**config.mk**
```make
export PLATFORM = sky130hd
export DESIGN_NAME = terrain_lod_index_generator_unit
export DESIGN_NICKNAME = d
export VERILOG_FILES = /design/src/design/tlig_pkg.sv /design/src/design/tlig_front.sv /design/src/design/tlig_queue.sv /design/src/design/tlig_back.sv /design/src/design/terrain_lod_index_generator_unit.sv
export SDC_FILE = /design/constraint.sdc
export NUM_CORES = 2
export LEC_CHECK = 0
export BUFFER_PORTS_ARGS = -buffer_cell sky130_fd_sc_hd__buf_2
export CORE_MARGIN = 2
export CORE_UTILIZATION = 45
export DETAILED_ROUTE_END_ITERATION = 10
export PLACE_DENSITY = 0.64
export SYNTH_ARGS = -nofsm -noshare
export SYNTH_HDL_FRONTEND = slang
export SYNTH_SLANG_ARGS = --single-unit
```
**constraint.sdc**
```tcl
create_clock -name clk_i -period 24 [get_ports clk_i]
set_input_delay 1.2 -clock clk_i [delete_from_list [all_inputs] [get_ports clk_i]]
set_output_delay 1.2 -clock clk_i [all_outputs]
set_load 0.05 [all_outputs]
```
**src/design/tlig_pkg.sv**
```systemverilog
package tlig_pkg;

  // Field and register widths
  localparam int unsigned IdxW   = 20;
  localparam int unsigned CoordW = 10;
  localparam int unsigned LodW   = 2;
  localparam int unsigned TileW  = 11;

  localparam logic [TileW-1:0] TileReset = 11'd128;

  // Pass selector codes
  localparam logic PassInterior = 1'b0;
  localparam logic PassStitch   = 1'b1;

  // What a queued point turns into
  typedef enum logic [2:0] {
    KIND_CELL_EVEN,
    KIND_CELL_ODD,
    KIND_TOP,
    KIND_BOTTOM,
    KIND_LEFT,
    KIND_RIGHT
  } kind_e;

  typedef struct packed {
    logic              func;
    logic [LodW-1:0]   lod;
    logic [CoordW-1:0] col;
    logic [CoordW-1:0] row;
  } in_t;

  typedef struct packed {
    logic [IdxW-1:0] index_a;
    logic [IdxW-1:0] index_b;
    logic [IdxW-1:0] index_c;
    logic            last_face;
  } out_t;

  // Classified point with its precomputed products
  typedef struct packed {
    kind_e             kind;
    logic              pair;      // two triangles rather than one
    logic [LodW-1:0]   lod;
    logic [CoordW-1:0] col;
    logic [IdxW-1:0]   row_base;  // row * tile_size
    logic [IdxW-1:0]   mid_base;  // rounded row * tile_size (side stitching)
    logic [IdxW-1:0]   step;      // tile_size * cell size
    logic [TileW-1:0]  col_mid;   // column rounded to nearest cell corner
    logic [CoordW-1:0] col_down;  // column rounded down to cell corner
  } job_t;

endpackage

```
**src/design/tlig_front.sv**
```systemverilog
module tlig_front #(
  parameter int MaxLod = 3
) (
  input  tlig_pkg::in_t                   in_data_i,
  input  logic                            in_valid_i,
  output logic                            in_ready_o,
  input  logic [tlig_pkg::TileW-1:0]      tile_i,
  input  logic                            full_i,
  output logic                            push_o,
  output tlig_pkg::job_t                  job_o
);

  localparam int unsigned CW = 13;  // signed compare width

  logic [3:0]                     cell_s;
  logic [tlig_pkg::CoordW-1:0]    smask;
  logic [tlig_pkg::TileW-1:0]     smask_w;
  logic [tlig_pkg::TileW-1:0]     half;
  logic [tlig_pkg::TileW-1:0]     col_h;
  logic [tlig_pkg::TileW-1:0]     row_h;
  logic [tlig_pkg::TileW-1:0]     row_mid;
  logic [2*tlig_pkg::TileW-1:0]   mid_prod;
  logic [tlig_pkg::CoordW+tlig_pkg::TileW-1:0] row_prod;
  logic [tlig_pkg::TileW+3-1:0]   step_w;
  logic signed [CW-1:0]           t_s, i_s, j_s, s_s, tm1, lo, hi, side_hi;
  logic                           lod_ok, cell_ok, stitch_ok;
  logic                           is_top, is_bot, side_rows, is_left, is_right;
  logic                           col_pair, row_pair, any;
  tlig_pkg::kind_e                kind;
  logic                           pair;

  // Cell size and rounding masks
  assign cell_s  = 4'd1 << in_data_i.lod;
  assign smask   = tlig_pkg::CoordW'(cell_s) - 1'b1;
  assign smask_w = tlig_pkg::TileW'(cell_s) - 1'b1;
  assign half    = tlig_pkg::TileW'(cell_s >> 1);
  assign col_h   = {1'b0, in_data_i.col} + half;
  assign row_h   = {1'b0, in_data_i.row} + half;
  assign row_mid = row_h & ~smask_w;

  // Products handed on to the back end
  assign row_prod = in_data_i.row * tile_i;
  assign mid_prod = row_mid * tile_i;
  assign step_w   = {3'b000, tile_i} << in_data_i.lod;

  // Range checks on signed values so that tiny tiles behave
  assign t_s     = $signed({2'b00, tile_i});
  assign i_s     = $signed({3'b000, in_data_i.col});
  assign j_s     = $signed({3'b000, in_data_i.row});
  assign s_s     = $signed({9'd0, cell_s});
  assign tm1     = t_s - 13'sd1;
  assign lo      = (in_data_i.lod == '0) ? 13'sd0 : s_s;
  assign hi      = (in_data_i.lod == '0) ? tm1 : t_s - (s_s <<< 1);
  assign side_hi = t_s - s_s - 13'sd1;

  assign lod_ok    = (int'(in_data_i.lod) <= MaxLod);
  assign cell_ok   = lod_ok && (in_data_i.func == tlig_pkg::PassInterior)
                     && (i_s >= lo) && (i_s < hi) && (j_s >= lo) && (j_s < hi)
                     && ((in_data_i.col & smask) == '0)
                     && ((in_data_i.row & smask) == '0);
  assign stitch_ok = lod_ok && (in_data_i.func == tlig_pkg::PassStitch)
                     && (in_data_i.lod != '0);

  assign is_top    = (in_data_i.row == '0) && (i_s < tm1);
  assign is_bot    = (j_s == tm1) && (i_s < tm1);
  assign side_rows = (j_s > s_s - 13'sd1) && (j_s < side_hi);
  assign is_left   = (in_data_i.col == '0) && side_rows;
  assign is_right  = (i_s == tm1) && side_rows;

  assign col_pair = ((col_h & smask_w) == '0);
  assign row_pair = ((row_h & smask_w) == '0);

  // Classification; the stitching sides cannot overlap, order follows emission
  always_comb begin
    any  = 1'b1;
    kind = tlig_pkg::KIND_CELL_EVEN;
    pair = 1'b1;
    priority if (cell_ok) begin
      kind = in_data_i.col[0] ? tlig_pkg::KIND_CELL_ODD : tlig_pkg::KIND_CELL_EVEN;
    end else if (stitch_ok && is_top) begin
      kind = tlig_pkg::KIND_TOP;
      pair = col_pair;
    end else if (stitch_ok && is_bot) begin
      kind = tlig_pkg::KIND_BOTTOM;
      pair = col_pair;
    end else if (stitch_ok && is_left) begin
      kind = tlig_pkg::KIND_LEFT;
      pair = row_pair;
    end else if (stitch_ok && is_right) begin
      kind = tlig_pkg::KIND_RIGHT;
      pair = row_pair;
    end else begin
      any = 1'b0;
    end
  end

  assign job_o.kind     = kind;
  assign job_o.pair     = pair;
  assign job_o.lod      = in_data_i.lod;
  assign job_o.col      = in_data_i.col;
  assign job_o.row_base = row_prod[tlig_pkg::IdxW-1:0];
  assign job_o.mid_base = mid_prod[tlig_pkg::IdxW-1:0];
  assign job_o.step     = tlig_pkg::IdxW'(step_w);
  assign job_o.col_mid  = col_h & ~smask_w;
  assign job_o.col_down = in_data_i.col & ~smask;

  // Points that give no triangle are dropped here
  assign in_ready_o = !full_i;
  assign push_o     = in_valid_i && !full_i && any;

endmodule

```
**src/design/tlig_queue.sv**
```systemverilog
module tlig_queue #(
  parameter int Depth = 4
) (
  input  logic           clk_i,
  input  logic           rst_ni,
  input  logic           push_i,
  input  tlig_pkg::job_t data_i,
  output logic           full_o,
  input  logic           pop_i,
  output tlig_pkg::job_t data_o,
  output logic           empty_o
);

  localparam int PtrW = (Depth > 1) ? $clog2(Depth) : 1;
  localparam int CntW = $clog2(Depth + 1);

  tlig_pkg::job_t  entries_q [Depth];
  logic [PtrW-1:0] wr_ptr_q, wr_ptr_d, rd_ptr_q, rd_ptr_d;
  logic [CntW-1:0] count_q, count_d;

  assign full_o  = (count_q == CntW'(Depth));
  assign empty_o = (count_q == '0);
  assign data_o  = entries_q[rd_ptr_q];

  // Pointer and fill count update
  always_comb begin
    wr_ptr_d = wr_ptr_q;
    rd_ptr_d = rd_ptr_q;
    count_d  = count_q;
    if (push_i) begin
      wr_ptr_d = (wr_ptr_q == PtrW'(Depth - 1)) ? '0 : wr_ptr_q + 1'b1;
    end
    if (pop_i) begin
      rd_ptr_d = (rd_ptr_q == PtrW'(Depth - 1)) ? '0 : rd_ptr_q + 1'b1;
    end
    if (push_i && !pop_i) begin
      count_d = count_q + 1'b1;
    end else if (pop_i && !push_i) begin
      count_d = count_q - 1'b1;
    end
  end

  always_ff @(posedge clk_i or negedge rst_ni) begin
    if (!rst_ni) begin
      wr_ptr_q <= '0;
      rd_ptr_q <= '0;
      count_q  <= '0;
    end else begin
      wr_ptr_q <= wr_ptr_d;
      rd_ptr_q <= rd_ptr_d;
      count_q  <= count_d;
    end
  end

  // Storage, no reset
  always_ff @(posedge clk_i) begin
    if (push_i) begin
      entries_q[wr_ptr_q] <= data_i;
    end
  end

endmodule

```
**src/design/tlig_back.sv**
```systemverilog
module tlig_back (
  input  logic                       clk_i,
  input  logic                       rst_ni,
  input  tlig_pkg::job_t             job_i,
  input  logic                       empty_i,
  output logic                       pop_o,
  input  logic [tlig_pkg::TileW-1:0] tile_i,
  output tlig_pkg::out_t             out_data_o,
  output logic                       out_valid_o,
  input  logic                       out_ready_i
);

  localparam int unsigned W = tlig_pkg::IdxW;

  logic           tri_q, tri_d;
  logic           out_valid_q, out_valid_d;
  tlig_pkg::out_t out_data_q, out_data_d;
  logic           emit, last;
  logic [W-1:0]   ci, sv, tw, jt, mt, st, mi, qi;
  logic [W-1:0]   p00, p01, p10, p11, bj, bm, qs;
  logic [W-1:0]   ia, ib, ic;

  // Operands, all arithmetic wraps at the index width
  assign ci  = W'(job_i.col);
  assign sv  = W'(4'd1 << job_i.lod);
  assign tw  = W'(tile_i);
  assign jt  = job_i.row_base;
  assign mt  = job_i.mid_base;
  assign st  = job_i.step;
  assign mi  = W'(job_i.col_mid);
  assign qi  = W'(job_i.col_down);
  assign p00 = ci + jt;
  assign p01 = p00 + st;
  assign p10 = p00 + sv;
  assign p11 = p01 + sv;
  assign bj  = jt - st;
  assign bm  = mt - st;
  assign qs  = qi + st;

  // Triangle for the current face of the head point
  always_comb begin
    ia = '0;
    ib = '0;
    ic = '0;
    unique case (job_i.kind)
      tlig_pkg::KIND_CELL_EVEN: begin
        if (!tri_q) begin
          ia = p00; ib = p01; ic = p10;
        end else begin
          ia = p10; ib = p01; ic = p11;
        end
      end
      tlig_pkg::KIND_CELL_ODD: begin
        if (!tri_q) begin
          ia = p00; ib = p11; ic = p10;
        end else begin
          ia = p00; ib = p01; ic = p11;
        end
      end
      tlig_pkg::KIND_TOP: begin
        if (!tri_q) begin
          ia = ci; ib = mi + st; ic = ci + 1'b1;
        end else begin
          ia = ci; ib = qs; ic = qs + sv;
        end
      end
      tlig_pkg::KIND_BOTTOM: begin
        if (!tri_q) begin
          ia = p00 + 1'b1; ib = mi + bj; ic = p00;
        end else begin
          ia = p00; ib = qi + bj + sv; ic = qi + bj;
        end
      end
      tlig_pkg::KIND_LEFT: begin
        if (!tri_q) begin
          ia = jt; ib = jt + tw; ic = mt + sv;
        end else begin
          ia = jt; ib = mt + sv; ic = bm + sv;
        end
      end
      tlig_pkg::KIND_RIGHT: begin
        if (!tri_q) begin
          ia = p00; ib = mt + ci - sv; ic = p00 + tw;
        end else begin
          ia = p00; ib = bm + ci - sv; ic = mt + ci - sv;
        end
      end
      default: begin
        ia = '0;
      end
    endcase
  end

  // One face per cycle into the output register while the queue holds a point and the output is not stalled
  assign emit  = !empty_i && (!out_valid_q || out_ready_i);
  assign last  = !job_i.pair || tri_q;
  assign pop_o = emit && last;

  always_comb begin
    tri_d       = tri_q;
    out_valid_d = out_valid_q;
    out_data_d  = out_data_q;
    if (out_valid_q && out_ready_i) begin
      out_valid_d = 1'b0;
    end
    if (emit) begin
      out_valid_d          = 1'b1;
      out_data_d.index_a   = ia;
      out_data_d.index_b   = ib;
      out_data_d.index_c   = ic;
      out_data_d.last_face = last;
      tri_d                = !last;
    end
  end

  always_ff @(posedge clk_i or negedge rst_ni) begin
    if (!rst_ni) begin
      tri_q       <= 1'b0;
      out_valid_q <= 1'b0;
    end else begin
      tri_q       <= tri_d;
      out_valid_q <= out_valid_d;
    end
  end

  always_ff @(posedge clk_i) begin
    out_data_q <= out_data_d;
  end

  assign out_valid_o = out_valid_q;
  assign out_data_o  = out_data_q;

endmodule

```
**src/design/terrain_lod_index_generator_unit.sv**
```systemverilog
// Terrain LOD index generator. Each transfer on the input carries one grid point, a level
// of detail and a pass (interior cells or border stitching); the block returns the
// triangles that point adds to the level's index list, one triangle per output transfer,
// with last_face marking the final one of the point. The front end classifies a point
// and forms the row times tile_size products combinationally as it enters the queue;
// the back end then gives one triangle per cycle while the output is not stalled, and
// points giving no triangle take none of the output's time. A small queue between the
// two ends lets the input keep flowing while the output stalls. tile_size resets to 128;
// the user writes it through cfg_we_i only while the block is idle; nothing enforces this.
module terrain_lod_index_generator_unit #(
  parameter int MAX_LOD     = 3,
  parameter int QUEUE_DEPTH = 4
) (
  input  logic                       clk_i,
  input  logic                       rst_ni,
  input  logic                       cfg_we_i,
  input  logic [tlig_pkg::TileW-1:0] cfg_wdata_i,
  input  logic                       in_valid_i,
  output logic                       in_ready_o,
  input  tlig_pkg::in_t              in_data_i,
  output logic                       out_valid_o,
  input  logic                       out_ready_i,
  output tlig_pkg::out_t             out_data_o
);

  logic [tlig_pkg::TileW-1:0] tile_q;
  logic                       push, full, pop, empty;
  tlig_pkg::job_t             job_in, job_head;

  // Tile size register
  always_ff @(posedge clk_i or negedge rst_ni) begin
    if (!rst_ni) begin
      tile_q <= tlig_pkg::TileReset;
    end else if (cfg_we_i) begin
      tile_q <= cfg_wdata_i;
    end
  end

  tlig_front #(
    .MaxLod (MAX_LOD)
  ) u_front (
    .in_data_i  (in_data_i),
    .in_valid_i (in_valid_i),
    .in_ready_o (in_ready_o),
    .tile_i     (tile_q),
    .full_i     (full),
    .push_o     (push),
    .job_o      (job_in)
  );

  tlig_queue #(
    .Depth (QUEUE_DEPTH)
  ) u_queue (
    .clk_i   (clk_i),
    .rst_ni  (rst_ni),
    .push_i  (push),
    .data_i  (job_in),
    .full_o  (full),
    .pop_i   (pop),
    .data_o  (job_head),
    .empty_o (empty)
  );

  tlig_back u_back (
    .clk_i       (clk_i),
    .rst_ni      (rst_ni),
    .job_i       (job_head),
    .empty_i     (empty),
    .pop_o       (pop),
    .tile_i      (tile_q),
    .out_data_o  (out_data_o),
    .out_valid_o (out_valid_o),
    .out_ready_i (out_ready_i)
  );

endmodule
```
# Word-level counts from Yosys, hierarchy flattened
# Memory sizes are Yosys's and may differ from the RTL's.
# Cells that the tools add are included.
[classes]
n_mux = 41
mul = 2
n_addsub = 35
n_bitwise = 10
reduce_logical = 46
eq_ne = 10
shifts = 3
n_lt_le_gt_ge = 7
[ops]
columns = ["cell", "count"]
rows = [
  ["20-bit 2-to-1 mux", 12],
  ["20-bit case mux with 5 select lines", 2],
  ["20-bit adder", 7],
  ["20-bit case mux with 6 select lines", 1],
  ["20-bit subtractor", 4],
  ["10-bit by 20-bit adder with 20-bit output", 3],
  ["11-bit by 13-bit less-than comparator with 1-bit output", 4],
  ["11-bit bitwise AND", 4],
  ["11-bit by 20-bit adder with 20-bit output", 2],
  ["20-bit by 10-bit adder with 20-bit output", 2],
  ["20-bit by 11-bit adder with 20-bit output", 2],
  ["10-bit logical NOT", 4],
  ["10-bit bitwise AND", 3],
  ["11-bit by 13-bit equality test with 1-bit output", 2],
  ["11-bit by 13-bit >= comparator with 1-bit output", 2],
  ["1-bit logical AND", 23],
  ["10-bit by 3-bit adder with 11-bit output", 2],
  ["11-bit logical NOT", 2],
  ["3-bit 2-to-1 mux", 7],
  ["20-bit by 1-bit adder with 20-bit output, second input constant", 1],
  ["10-bit by 11-bit multiplier with 20-bit output", 1],
  ["11-bit by 11-bit multiplier with 20-bit output", 1],
  ["1-bit by 2-bit << shifter with 20-bit output, first input constant", 1],
  ["1-bit 2-to-1 mux", 15],
  ["other kinds (28)", 47],
]
[totals]
word_cells = 165
output_inout_bits = 63
register_bits = 81
mem_bits_rw = 364
memories = 1
in_bits = 39
[mem_list]
columns = ["memory", "depth", "word_bits", "rd", "rd_clocked_by_memory_dff", "wr", "line_no", "source"]
rows = [
  ["u_queue.entries_q", 4, 91, 1, 0, 1, "tlig_queue.sv:17", "tlig_pkg::job_t entries_q [Depth];"],
]

# Longest topological paths before layout
[logic_depth]
word_depth = 17
ltp_mapped = 33

# Hierarchy
# A second synthesis with hierarchy kept.
[unflattened]
hier_cells = 4470
area_unflattened_um2 = 44401.3
[modules_own_cells]
columns = ["module", "area_per_inst_um2", "instances", "cells_per_inst", "seq_area_each_um2"]
rows = [
  ["tlig_back", 18798.0, 1, 2555, 1881.8],
  ["tlig_queue", 14398.8, 1, 544, 11826.3],
  ["tlig_front", 10755.3, 1, 1348, 0.0],
  ["terrain_lod_index_generator_unit", 449.2, 1, 23, 276.5],
]

# Worst setup path before layout
# OpenSTA, ideal clock, no wires.
[synth_path]
path_type = "register to register"
startpoint = "register u_queue.rd_ptr_q[1]"
endpoint = "register u_back.out_data_q, in the netlist u_back.out_data_o[40] (data pin)"
synth_period_minus_slack_ps = 8427
setup_ps = 272
required_time_ps = 23728
path_stages_with_launch = 29
arrival_time_ps = 8154
path_buffers = 9
setup_slack_ps = 15573
path_cell_list = "dfrtp_1 buf_2 buf_2 buf_1 buf_1 buf_2 buf_1 buf_2 buf_1 clkbuf_1 mux4_2 ha_1 inv_1 fa_1 a21o_1 a22oi_1 nor2b_1 xnor2_1 ha_1 or3_1 or3_1 a311oi_1 nand2_1 or4_1 a211oi_1 o2111ai_1 a31oi_1 mux2_2 or4_4"
[synth_via]
elab_chain_cells = 6
[synth_rtl]
columns = ["element", "line_no", "source"]
rows = [
  ["from (decl)", "tlig_queue.sv:18", "logic [PtrW-1:0] wr_ptr_q, wr_ptr_d, rd_ptr_q, rd_ptr_d;"],
  ["from (signal assigned)", "tlig_queue.sv:50", "rd_ptr_q <= rd_ptr_d;"],
  ["memory 4 x 91 bit (*)", "n/a", ""],
  ["20-bit subtractor (tied with other cells)", "tlig_back.sv:37", "assign bm = mt - st;"],
  ["20-bit by 10-bit adder with 20-bit output (tied with other cells)", "tlig_back.sv:85", "ia = p00; ib = bm + ci - sv; ic = mt + ci - sv;"],
  ["20-bit subtractor (tied with other cells)", "tlig_back.sv:85", ""],
  ["20-bit 2-to-1 mux, on equally long branches", "tlig_back.sv:82, tlig_back.sv:54, tlig_back.sv:68", ""],
  ["20-bit case mux with 6 select lines (*)", "tlig_back.sv:45", "unique case (job_i.kind)"],
  ["via u_back.ib[19]", "tlig_back.sv:21", "logic [W-1:0] ia, ib, ic;"],
  ["to (signal assigned)", "tlig_back.sv:127", "out_data_q <= out_data_d;"],
  ["to (decl)", "tlig_back.sv:17", "tlig_pkg::out_t out_data_q, out_data_d;"],
]
# Mark *: on every way through the listed nets, which the timed path passes. The rest lies on a longest branch.
# A chain may end at the register's enable or synchronous reset.

==> flow_summary.yaml <==
logic_synthesis:
  synth_cell_types: 87
  syn_nets: 4855
  synth_seq_cells: 445
  ys.flop_type: "edfxtp_1"
  synthCells: 4240
  synthMostInstantiatedCell: "edfxtp_1"
  synth-edff-count: 425
  synth-seq-area-share_pct: 31.6
  ys_top_cells_by_count: "edfxtp_1 (425), ha_1 (399), inv_1 (364)"
  synthArstFlopShare_pct: 4.49
  yosysTopAreaCell: "edfxtp_1"
  syn_avg_cell_area_um2: 9.89
  netlist_top_cells_area: "edfxtp_1 (30%), ha_1 (12%), fa_1 (8.5%), xnor2_1 (5.4%), mux4_2 (4.9%)"
  yosysWarnings: 0
  syn-cell-area_um2: 41900
  synth_top_area_share_pct: 30.4
critical_path:
  r2r_setup_slack_ns: 15.42
  arrival_ns: 8.95
  slowest_delay_ns: 0.56
  crit_path_max_fanout: 25
  reg2reg_from: "u_queue.rd_ptr_q[0]$_DFFE_PN0P_"
  path_common_cell: "inv_1"
  cpMaxStageDelayCell: "fa_1"
  crit-reg2reg-capture: "u_back.out_data_o[40]$_DFFE_PP_"
  worstSetupStartpointType: "input pin"
  end_kind: "register"
  path_class: "input pin to register"
  reg2reg_depth: 20
  crit_required_ns: 24.32
sta:
  finalCritPeriodShare_pct: 35.9
  slew_viol_final: 0
  setup-tns-final_ns: 0
  period_needed_ns: 8.63
  finalSetupViolations: 0
  rsz0062_at_grt: "false"
  hold_viol: 0
  max_freq_mhz: 116
  slew-limit-headroom_pct: 17.3
  worst_pin_slew_ns: 1.23
  skew_ns: 0.0811
cts:
  numCtsBuffers: 48
  postCtsSetupBuffers: 0
  holdBufCountCts: 0
  cts-resized-gates: 0
  cts_max_path_buffers: 3
  cts.sinks: 445
  h-tree-depth: 2
  insertion_delay_ns: 0.67
  root_buffer: "clkbuf_16"
  cts_tree: "done"
  clk_pin_slew_worst_paths_ns: 0.06
hold_path:
  min_to: "u_queue.count_q[2]$_DFFE_PN0P_"
  hp-class: "register to register"
  hold_start: "u_queue.count_q[2]$_DFFE_PN0P_"
  min_path_cells: 1
global_routing:
  grt_max_degree: 162
  grt_overflow: 0
  track_usage_pct: 28.7
  first_global_vias: 33100
  antenna_found_initial: 6
  grt_pass1_wl_mm: 207
layout:
  drive_gt1_share_pct: 9.14
  syn_to_final_growth_pct: 8.40
  nets: 4889
place:
  place_congestion: 1.03
  port_buffers: 101
  dpl.hpwl_mm: 106
drt:
  drc: 0
  dr.first_iter.drc_count: 3564
  dr_wl_met3_mm: 12.5
  antenna_left: 0
  wl_mm: 138
  drtPass1Iterations: 6
  drt-met1-wl_mm: 58.1
  wl_met2_mm: 62.5
  route.top_layer_used: "met5"
  vias: 34000
  viasPerCell: 6.11
  routedWlPerCell_um: 24.8
floorplan:
  die_w_um: 309
  initial_core_util_pct: 45.6
  die_y_um: 309
  ios: 102
  core_area_um2: 91900
  die_area_um2: 95600
  num_rows: 111
outcome:
  status: "completed"
job:
  cap_violations: 0
## flip-flops by register name (all words and copies together), names as in the netlist
name	count
tile_q	11
u_back.out_data_o	61
u_back.out_valid_o	1
u_back.tri_q	1
u_queue.count_q	3
u_queue.entries_q	364
u_queue.rd_ptr_q	2
u_queue.wr_ptr_q	2
## logic make-up after synthesis
family	count (synthesis)	synth area share (%)
buf+inv	551	5.00
mux	147	6.42
xor+xnor	379	7.98
simple gates	1220	14.1
fa+ha+maj	576	20.4
flops	445	31.6
compound gates	922	14.6
## metal layers
metal | up-vias | track usage (%)
met5 | - | 0
met4 | 2 | 9.34
met3 | 246 | 4.50
met2 | 1555 | 46.2
met1 | 16700 | 39.7
li1 | 15400 | -
## final cells by class
type                            instances  area, um^2
Fill cell                            8639       46500
Inverter                              367        1380
Timing Repair Buffer                  168        1020
Sequential cell                       445       13300
Antenna cell                            2        5.00
Clock buffer                           57        1230
Multi-Input combinational cell       3244       26600
Clock inverter                         29         377
Tap cell                             1243        1560
## worst max path at each step
stage	start	to	slack [ns]	cells past startpoint
after global placement	in_data_i[21]	u_queue.entries_q[0][54]$_DFFE_PP_	14.96	29
after detailed placement	in_data_i[21]	u_queue.entries_q[0][54]$_DFFE_PP_	14.80	29
after global routing	u_queue.rd_ptr_q[0]$_DFFE_PN0P_	u_back.out_data_o[40]$_DFFE_PP_	14.68	23
after CTS	u_queue.rd_ptr_q[0]$_DFFE_PN0P_	u_back.out_data_o[40]$_DFFE_PP_	15.31	23
after floorplan	u_queue.rd_ptr_q[1]$_DFFE_PN0P_	u_back.out_data_o[40]$_DFFE_PP_	15.57	28
final	in_data_i[21]	u_queue.entries_q[1][54]$_DFFE_PP_	15.37	29
## layout by cell type (no fill, tap or decap), types with 41 or more instances in the layout
master and count:
and2_1 106, nand2_1 354, mux4_2 92, buf_2 101, a21o_1 59, o21a_1 51
nor3_1 107, inv_1 364, xor2_1 117, clkbuf_16 48, nand3_1 86, nor2b_1 46
xnor2_1 260, ha_1 399, buf_4 66, o211ai_1 41, a211oi_1 46, edfxtp_1 425
fa_1 177, nor2_1 291, a21oi_1 234, and3_1 50, o21ai_0 182
## critical path, delay by kind of cell
kind	cells	cell delay [ns]
adder cells (fa/ha/maj)	7	3.07
AND/OR/NAND/NOR	6	2.02
AO/OA/AOI/OAI	7	1.47
buffers and inverters	7	0.86
XOR/XNOR	2	0.29
## stage by stage
stage / setup slack [ns] / instances / cell area (um^2) / hold WS [ns] / utilization, %
finish: 15.37 / 5555 / 45400 / 0.490 / 49.4
global route: 14.68 / 5554 / 45400 / 0.521 / 49.4
CTS: 15.31 / 5553 / 45400 / 0.485 / 49.4
detailed placement: 14.80 / 5467 / 43800 / 0.488 / 47.7
global placement: 14.96 / 5467 / 43800 / 0.477 / 47.7
floorplan: 15.57 / 4240 / 41900 / 0.464 / -
Power is not shown: default switching activity piles up to over one toggle a cycle in this logic, so the estimate is an artifact.
